--- config.mk ---
export PLATFORM = sky130hd
export DESIGN_NAME = obstacle_avoid_drive_fsm_top
export DESIGN_NICKNAME = d
export VERILOG_FILES = /design/src/hw/rtl/oadf_pkg.sv /design/src/hw/rtl/obstacle_avoid_drive_fsm_top.sv
export SDC_FILE = /design/constraint.sdc
export NUM_CORES = 1
export LEC_CHECK = 0
export ABC_AREA = 1
export BUFFER_PORTS_ARGS = -buffer_cell sky130_fd_sc_hd__buf_2
export CORE_ASPECT_RATIO = 1.1
export CORE_MARGIN = 2
export CORE_UTILIZATION = 55
export DETAILED_ROUTE_END_ITERATION = 8
export GPL_ROUTABILITY_DRIVEN = 0
export PLACE_DENSITY_LB_ADDON = 0.25
export RECOVER_POWER = 50
export SYNTH_ARGS = -nofsm -noshare
export SYNTH_HDL_FRONTEND = slang
export SYNTH_SLANG_ARGS = --single-unit
--- constraint.sdc ---
create_clock -name clk -period 3.1 [get_ports clk]
set_input_delay 0.155 -clock clk [delete_from_list [all_inputs] [get_ports clk]]
set_output_delay 0.155 -clock clk [all_outputs]
set_load 0.02 [all_outputs]
--- src/hw/rtl/oadf_pkg.sv ---
`default_nettype none

package oadf_pkg;

    localparam int DIST_W  = 13;
    localparam int TIME_W  = 16;
    localparam int ELAP_W  = 8;
    localparam int POWER_W = 7;
    localparam int DRIVE_W = 8;
    localparam int TURNS_W = 3;
    localparam int CFG_IDX_W  = 3;
    localparam int CFG_DATA_W = 16;

    localparam int IN_TDATA_W  = 80;
    localparam int OUT_TDATA_W = 24;

    typedef enum logic [CFG_IDX_W-1:0] {
        REG_FRONT_STOP    = 3'd0,
        REG_IR_STOP       = 3'd1,
        REG_MIN_TURN      = 3'd2,
        REG_FORWARD_CHECK = 3'd3,
        REG_BACKUP        = 3'd4,
        REG_TURN          = 3'd5,
        REG_LEFT_POWER    = 3'd6,
        REG_RIGHT_POWER   = 3'd7
    } cfg_reg_t;

    localparam logic [DIST_W-1:0]  FRONT_STOP_RST    = 13'd300;
    localparam logic [DIST_W-1:0]  IR_STOP_RST       = 13'd200;
    localparam logic [DIST_W-1:0]  MIN_TURN_RST      = 13'd130;
    localparam logic [TIME_W-1:0]  FORWARD_CHECK_RST = 16'd200;
    localparam logic [TIME_W-1:0]  BACKUP_RST        = 16'd600;
    localparam logic [TIME_W-1:0]  TURN_RST          = 16'd600;
    localparam logic [POWER_W-1:0] LEFT_POWER_RST    = 7'd35;
    localparam logic [POWER_W-1:0] RIGHT_POWER_RST   = 7'd30;

    localparam logic [TURNS_W-1:0] TURNS_MAX = 3'd7;

    typedef struct packed {
        logic [DIST_W-1:0] ir_right_mm;
        logic [DIST_W-1:0] ir_left_mm;
        logic [DIST_W-1:0] dist_right_mm;
        logic [DIST_W-1:0] dist_center_mm;
        logic [DIST_W-1:0] dist_left_mm;
        logic [ELAP_W-1:0] elapsed_ms;
        logic              restart;
    } in_item_t;

endpackage

`default_nettype wire

--- src/hw/rtl/obstacle_avoid_drive_fsm_top.sv ---
`default_nettype none

// Channel   Direction  Handshake                     Payload
// s_axis    in         s_axis_tvalid/s_axis_tready   s_axis_tdata, 80 bits
// m_axis    out        m_axis_tvalid/m_axis_tready   m_axis_tdata, 24 bits
// cfg       in         cfg_valid/cfg_ready           cfg_index, cfg_data
//
// One transaction per cycle is sustained while the output is not stalled: an
// accepted item is held in the input register, and the mode logic moves it to
// the output register. A stalled output holds the item in the input register,
// which takes a new item only while it is empty.
// Reset puts the machine in forward mode with the timer, counters and drives at
// zero and loads the register defaults. The configuration port is always ready.
module obstacle_avoid_drive_fsm_top #(
    parameter int TURN_LIMIT = 5
) (
    input  wire logic                                  clk,
    input  wire logic                                  rst_n,
    input  wire logic                                  s_axis_tvalid,
    output logic                                       s_axis_tready,
    // restart[0], elapsed_ms[8:1], dist_left_mm[21:9], dist_center_mm[34:22],
    // dist_right_mm[47:35], ir_left_mm[60:48], ir_right_mm[73:61], bits above ignored
    input  wire logic [oadf_pkg::IN_TDATA_W-1:0]       s_axis_tdata,
    output logic                                       m_axis_tvalid,
    input  wire logic                                  m_axis_tready,
    // mode[2:0], left_drive[10:3], right_drive[18:11], zeros above
    output logic [oadf_pkg::OUT_TDATA_W-1:0]           m_axis_tdata,
    input  wire logic                                  cfg_valid,
    output logic                                       cfg_ready,
    input  wire logic [oadf_pkg::CFG_IDX_W-1:0]        cfg_index,
    input  wire logic [oadf_pkg::CFG_DATA_W-1:0]       cfg_data
);

    typedef enum logic [2:0] {
        MODE_FWD    = 3'd0,
        MODE_BWD    = 3'd1,
        MODE_LEFT   = 3'd2,
        MODE_RIGHT  = 3'd3,
        MODE_CHOOSE = 3'd4
    } mode_t;

    localparam logic [4:0] LIMIT = 5'(TURN_LIMIT);

    logic [oadf_pkg::DIST_W-1:0]  front_stop_reg, ir_stop_reg, min_turn_reg;
    logic [oadf_pkg::TIME_W-1:0]  forward_check_reg, backup_reg, turn_reg;
    logic [oadf_pkg::POWER_W-1:0] left_power_reg, right_power_reg;

    logic                         in_valid_reg;
    oadf_pkg::in_item_t           in_item_reg;
    logic                         out_valid_reg;
    logic [oadf_pkg::OUT_TDATA_W-1:0] out_data_reg;

    mode_t                         mode_reg, mode_next;
    logic [oadf_pkg::TIME_W-1:0]   timer_reg, timer_next;
    logic [oadf_pkg::TURNS_W-1:0]  left_turns_reg, left_turns_next;
    logic [oadf_pkg::TURNS_W-1:0]  right_turns_reg, right_turns_next;
    logic [oadf_pkg::DRIVE_W-1:0]  left_motor_reg, left_motor_next;
    logic [oadf_pkg::DRIVE_W-1:0]  right_motor_reg, right_motor_next;

    logic                          advance;
    logic [oadf_pkg::TIME_W:0]     timer_sum;
    logic [oadf_pkg::TIME_W-1:0]   timer_sat;
    logic                          blocked;
    logic                          too_close;
    logic                          turns_over;
    logic [oadf_pkg::DRIVE_W-1:0]  left_pos, left_neg, right_pos, right_neg;

    assign advance       = in_valid_reg && (!out_valid_reg || m_axis_tready);
    assign s_axis_tready = !in_valid_reg || advance;
    assign m_axis_tvalid = out_valid_reg;
    assign m_axis_tdata  = out_data_reg;
    assign cfg_ready     = 1'b1;

    assign left_pos  = {1'b0, left_power_reg};
    assign right_pos = {1'b0, right_power_reg};
    assign left_neg  = 8'(-{1'b0, left_power_reg});
    assign right_neg = 8'(-{1'b0, right_power_reg});

    always_comb
    begin
        timer_sum = {1'b0, timer_reg} + 17'(in_item_reg.elapsed_ms);
        timer_sat = timer_sum[oadf_pkg::TIME_W] ? '1 : timer_sum[oadf_pkg::TIME_W-1:0];

        blocked = (in_item_reg.dist_center_mm < front_stop_reg)
               || (in_item_reg.dist_left_mm < front_stop_reg)
               || (in_item_reg.dist_right_mm < front_stop_reg)
               || (in_item_reg.ir_left_mm < ir_stop_reg)
               || (in_item_reg.ir_right_mm < ir_stop_reg);

        too_close = (in_item_reg.dist_center_mm < min_turn_reg)
                 || (in_item_reg.ir_left_mm < min_turn_reg)
                 || (in_item_reg.ir_right_mm < min_turn_reg)
                 || ((in_item_reg.dist_left_mm < min_turn_reg)
                     && (in_item_reg.dist_right_mm < min_turn_reg));

        turns_over = ({2'b00, right_turns_reg} > LIMIT) || ({2'b00, left_turns_reg} > LIMIT);

        mode_next        = mode_reg;
        timer_next       = timer_sat;
        left_turns_next  = left_turns_reg;
        right_turns_next = right_turns_reg;
        left_motor_next  = left_motor_reg;
        right_motor_next = right_motor_reg;

        if (in_item_reg.restart)
        begin
            mode_next        = MODE_FWD;
            left_turns_next  = '0;
            right_turns_next = '0;
            left_motor_next  = '0;
            right_motor_next = '0;
        end
        else
        begin
            case (mode_reg)
                MODE_FWD:
                begin
                    left_motor_next  = left_pos;
                    right_motor_next = right_pos;
                    if (timer_sat >= forward_check_reg)
                    begin
                        timer_next = '0;
                        if (blocked)
                        begin
                            left_motor_next  = '0;
                            right_motor_next = '0;
                            mode_next        = MODE_CHOOSE;
                        end
                    end
                end
                MODE_BWD:
                begin
                    if (timer_sat >= backup_reg)
                    begin
                        timer_next       = '0;
                        left_motor_next  = '0;
                        right_motor_next = '0;
                        mode_next        = MODE_CHOOSE;
                    end
                    else
                    begin
                        left_motor_next  = left_neg;
                        right_motor_next = right_neg;
                    end
                end
                MODE_LEFT, MODE_RIGHT:
                begin
                    if (timer_sat >= turn_reg)
                    begin
                        timer_next = '0;
                        if (blocked)
                        begin
                            left_motor_next  = '0;
                            right_motor_next = '0;
                            mode_next        = MODE_CHOOSE;
                        end
                        else
                        begin
                            mode_next = MODE_FWD;
                        end
                    end
                    else if (mode_reg == MODE_LEFT)
                    begin
                        left_motor_next  = left_neg;
                        right_motor_next = right_pos;
                    end
                    else
                    begin
                        left_motor_next  = left_pos;
                        right_motor_next = right_neg;
                    end
                end
                MODE_CHOOSE:
                begin
                    timer_next = '0;
                    if (turns_over)
                    begin
                        left_turns_next  = '0;
                        right_turns_next = '0;
                        mode_next        = MODE_BWD;
                    end
                    else if (too_close)
                    begin
                        mode_next = MODE_BWD;
                    end
                    else if (in_item_reg.dist_left_mm >= in_item_reg.dist_right_mm)
                    begin
                        mode_next = MODE_LEFT;
                        if (left_turns_reg != oadf_pkg::TURNS_MAX)
                        begin
                            left_turns_next = left_turns_reg + 3'd1;
                        end
                    end
                    else
                    begin
                        mode_next = MODE_RIGHT;
                        if (right_turns_reg != oadf_pkg::TURNS_MAX)
                        begin
                            right_turns_next = right_turns_reg + 3'd1;
                        end
                    end
                end
                default:
                begin
                    mode_next        = MODE_FWD;
                    left_turns_next  = '0;
                    right_turns_next = '0;
                    left_motor_next  = '0;
                    right_motor_next = '0;
                end
            endcase
        end
    end

    always_ff @(posedge clk or negedge rst_n)
    begin
        if (!rst_n)
        begin
            front_stop_reg    <= oadf_pkg::FRONT_STOP_RST;
            ir_stop_reg       <= oadf_pkg::IR_STOP_RST;
            min_turn_reg      <= oadf_pkg::MIN_TURN_RST;
            forward_check_reg <= oadf_pkg::FORWARD_CHECK_RST;
            backup_reg        <= oadf_pkg::BACKUP_RST;
            turn_reg          <= oadf_pkg::TURN_RST;
            left_power_reg    <= oadf_pkg::LEFT_POWER_RST;
            right_power_reg   <= oadf_pkg::RIGHT_POWER_RST;
        end
        else if (cfg_valid)
        begin
            case (oadf_pkg::cfg_reg_t'(cfg_index))
                oadf_pkg::REG_FRONT_STOP:    front_stop_reg    <= cfg_data[oadf_pkg::DIST_W-1:0];
                oadf_pkg::REG_IR_STOP:       ir_stop_reg       <= cfg_data[oadf_pkg::DIST_W-1:0];
                oadf_pkg::REG_MIN_TURN:      min_turn_reg      <= cfg_data[oadf_pkg::DIST_W-1:0];
                oadf_pkg::REG_FORWARD_CHECK: forward_check_reg <= cfg_data;
                oadf_pkg::REG_BACKUP:        backup_reg        <= cfg_data;
                oadf_pkg::REG_TURN:          turn_reg          <= cfg_data;
                oadf_pkg::REG_LEFT_POWER:    left_power_reg    <= cfg_data[oadf_pkg::POWER_W-1:0];
                oadf_pkg::REG_RIGHT_POWER:   right_power_reg   <= cfg_data[oadf_pkg::POWER_W-1:0];
                default:                     front_stop_reg    <= front_stop_reg;
            endcase
        end
    end

    always_ff @(posedge clk or negedge rst_n)
    begin
        if (!rst_n)
        begin
            in_valid_reg    <= 1'b0;
            out_valid_reg   <= 1'b0;
            mode_reg        <= MODE_FWD;
            timer_reg       <= '0;
            left_turns_reg  <= '0;
            right_turns_reg <= '0;
            left_motor_reg  <= '0;
            right_motor_reg <= '0;
        end
        else
        begin
            if (s_axis_tready)
            begin
                in_valid_reg <= s_axis_tvalid;
            end
            if (advance)
            begin
                out_valid_reg   <= 1'b1;
                mode_reg        <= mode_next;
                timer_reg       <= timer_next;
                left_turns_reg  <= left_turns_next;
                right_turns_reg <= right_turns_next;
                left_motor_reg  <= left_motor_next;
                right_motor_reg <= right_motor_next;
            end
            else if (m_axis_tready)
            begin
                out_valid_reg <= 1'b0;
            end
        end
    end

    always_ff @(posedge clk)
    begin
        if (s_axis_tready && s_axis_tvalid)
        begin
            in_item_reg <= oadf_pkg::in_item_t'(s_axis_tdata[$bits(oadf_pkg::in_item_t)-1:0]);
        end
        if (advance)
        begin
            out_data_reg <= {5'b00000, right_motor_next, left_motor_next, mode_next};
        end
    end

endmodule

`default_nettype wire
==> impl_results.md <==
- Outcome: complete, but fails checks
- Failing checks: capacitance limit, slew limit, setup timing
- Overall Power: 0.0150 W
- Post-Synth XOR/XNOR Area: 0.00649
- DP HPWL: 28.6 mm
- First-pass GRT wire length: 65.6 mm
- Setup crit end kind: register
- Detail-routed via count per cell: 5.53
- CTS tree: done
- Hold Vio Cnt, Final: 0
- FP Rows: 63
- Unrepaired setup endpoints after global routing: yes
- Antenna Violating Nets Remaining: 0
- Ports: 131
- CTS root buf: clkbuf_16
- Unique masters post-synth: 45
- Diodes inserted: 0
- Max_cap viols: 1
- Largest family of logic cells by synthesized area: simple AND/OR/NAND/NOR gates
- Reg2reg setup slack: -830 ps
- Adder-Cell Fraction of Synth Area: 0.167
- CTS clock-pin slew for the worst setup and hold paths: 60 ps
- Worst Skew: 20.7 ps
- Vias in the first global route: 13300
- Arrival time of the worst setup path: 4400 ps
- Via count: 13500
- Placeable Area: 26700 um2
- Most common cell after layout, fill and taps aside: nand2_1
- DIE WIDTH: 161 um
- Tcrit/Tclk final: 1.27
- Yosys warns: 0
- Largest register FFs: 74
- Fill count: 1872
- Share of the synthesized area in the top cell type: 0.197
- Most frequent cells in the layout: nand2_1, inv_1, ha_1
- Syn Area/Cell: 8.50 um2
- Measured slew at the worst slew-check pin: 1940 ps
- Syn-to-layout area delta: 30.6%
- Largest net degree at the start of global routing: 72
- 1st-pass router iterations: 5
- Deepest clock path buffer count: 3
- Setup crit start kind: register
- Slew Limit Fails: 71
- CP Class: reg -> reg
- Crit-path max FO: 8
- Critical Path RT: 3570 ps
- Avg WL per Cell: 17.7 um
- Mux cell area share after synthesis: 0
- Clock Latency Late Sink: 570 ps
- WHS: 46.1 ps
- Setup violators final: 54
- Final min period: 3930 ps
- Util after Layout: 0.726
- Seq cells post-synth: 237
- TritonCTS Sinks: 237
- Die H: 176 um
- H-Tree Depth: 1
- Fmax: 254 MHz
- GRT Overall Usage: 0.290
- Sequential share of the synthesized area: 0.433
- Maximum VDD drop: 509 uV
- Post-Synth Simple-Gate Area: 0.205
- Share of post-route cells with drive strength above 1: 0.230
- Total Die Area: 28300 um2
- Num CTS Buffers: 27
- Max_slew headroom: -0.294
- Nets@finish: 2357
- TNS Setup: -40340 ps
- Compound-Gate Fraction of Synth Area: 0.111
- Drt total wl: 43.0 mm
- Port Buf Inserts: 118
- Setup WS post-layout: -832 ps
- Synth Cell Area: 14800 um2
- Post-route DRC: 0
- Synth top area cells: dfrtp_1, edfxtp_1, ha_1
- GRT overflow: 0
- Worst Hold Class: in -> reg
- Syn Inst Count: 1746
- Starting Density: 0.556
- Power per standard cell area: 774 nW/um2
- Static leakage: 9.23 nW
- DRT iter0 DRCs: 1124
- Initial antenna violation count: 0
- Most area-hungry cell type in the Yosys netlist: dfrtp_1
==> cell families (layout without fill, tap and decap cells) <==
family                     count (synthesis)  after routing
and+or+nand+nor                          703            705
AOI/OAI and AO/OA                        313            313
buffers and inverters                    282            606
DFF                                      237            237
adders and majority gates                198            198
xor gates and xnor gates                  11             11
other                                      2              6
==> per-layer routing <==
metal / share of wire / vias to the layer above / GRT usage
li1: - / 6422 / -
met1: 0.38 / 6328 / 0.339
met2: 0.50 / 561 / 0.531
met3: 0.061 / 154 / 0.0334
met4: 0.057 / 0 / 0.137
met5: 0 / - / 0
==> through the flow <==
step,setup WS (ps),area [um2],std cells
2_1_floorplan,-147,14900,1750
3_3_place_gp,-549,16300,2254
3_5_place_dp,-618,16300,2254
4_1_cts,-493,18800,2424
5_1_grt,-907,19400,2433
6_report,-832,19400,2433
==> cell usage after synthesis (all sizes together) <==
library cell  number
nand2            464
inv              239
ha               197
o21ai            173
a21oi            119
dfrtp            117
nand3            103
edfxtp            93
nor2              82
dfstp             27
clkbuf            23
nand4             22
buf               20
nor3              15
a31oi             11
xor2               9
nor4               6
nand3b             4
o21a               4
or2                4
conb               2
o211ai             2
o21bai             2
o22ai              2
xnor2              2
and2               1
and3               1
fa                 1
nor2b              1
==> what timing repair did <==
item,4_1_cts,5_1_grt
pin swaps,44,39
gates resized for setup,91,101
hold endpoints to repair,166,0
hold buffers,92,0
setup endpoints to repair,54,54
setup buffers,25,9
gates cloned,3,1
==> report_power, final <==
part           leakage, nW  internal [W]  switching (W)
Sequential            2.69       0.00394       0.000451
Combinational         6.10       0.00315        0.00433
Clock                0.445       0.00182        0.00133
Total                 9.23       0.00891        0.00611
==> critical path: stages (launching register included) <==
cell and delay, ps:
dfrtp_1 350, ha_2 200, fa_2 210, nand3_2 70, nand2_2 100, inv_2 60, o21ai_4 180, nand4_1 200
nor2_2 260, buf_6 200, clkinv_8 90, nand3_4 90, buf_6 130, ha_4 210, nand4_1 230, buf_4 180
inv_2 40, a21oi_4 180, nand4_4 180, inv_4 150, nor3_4 50, nand2_2 200, nand2_4 130, o21ai_1 150
==> final timing paths <==
kind | start | end | cells after the start
worst max-delay path | timer_reg[0] | timer_reg[12] | 23
worst min-delay path | cfg_data[11] | forward_check_reg[11] | 3
worst max register to register | timer_reg[0] | timer_reg[12] | 23
worst min register to register | turn_reg[14] | turn_reg[14] | 2
max in group asynchronous | rst_n | left_power_reg[2] | 3
min in group asynchronous | rst_n | forward_check_reg[13] | 2
==> area by class of cell <==
cell class / instances / area, um2 / share of cell area
timing repair buffer: 317 / 2460 / 0.127
inverter: 239 / 915 / 0.0472
sequential: 237 / 6430 / 0.332
clock inverter: 13 / 115 / 0.00594
tap: 357 / 447 / 0.0230
multi-input combinational: 1233 / 8260 / 0.426
clock buffer: 37 / 763 / 0.0394
(Power assumes the default switching activity.)
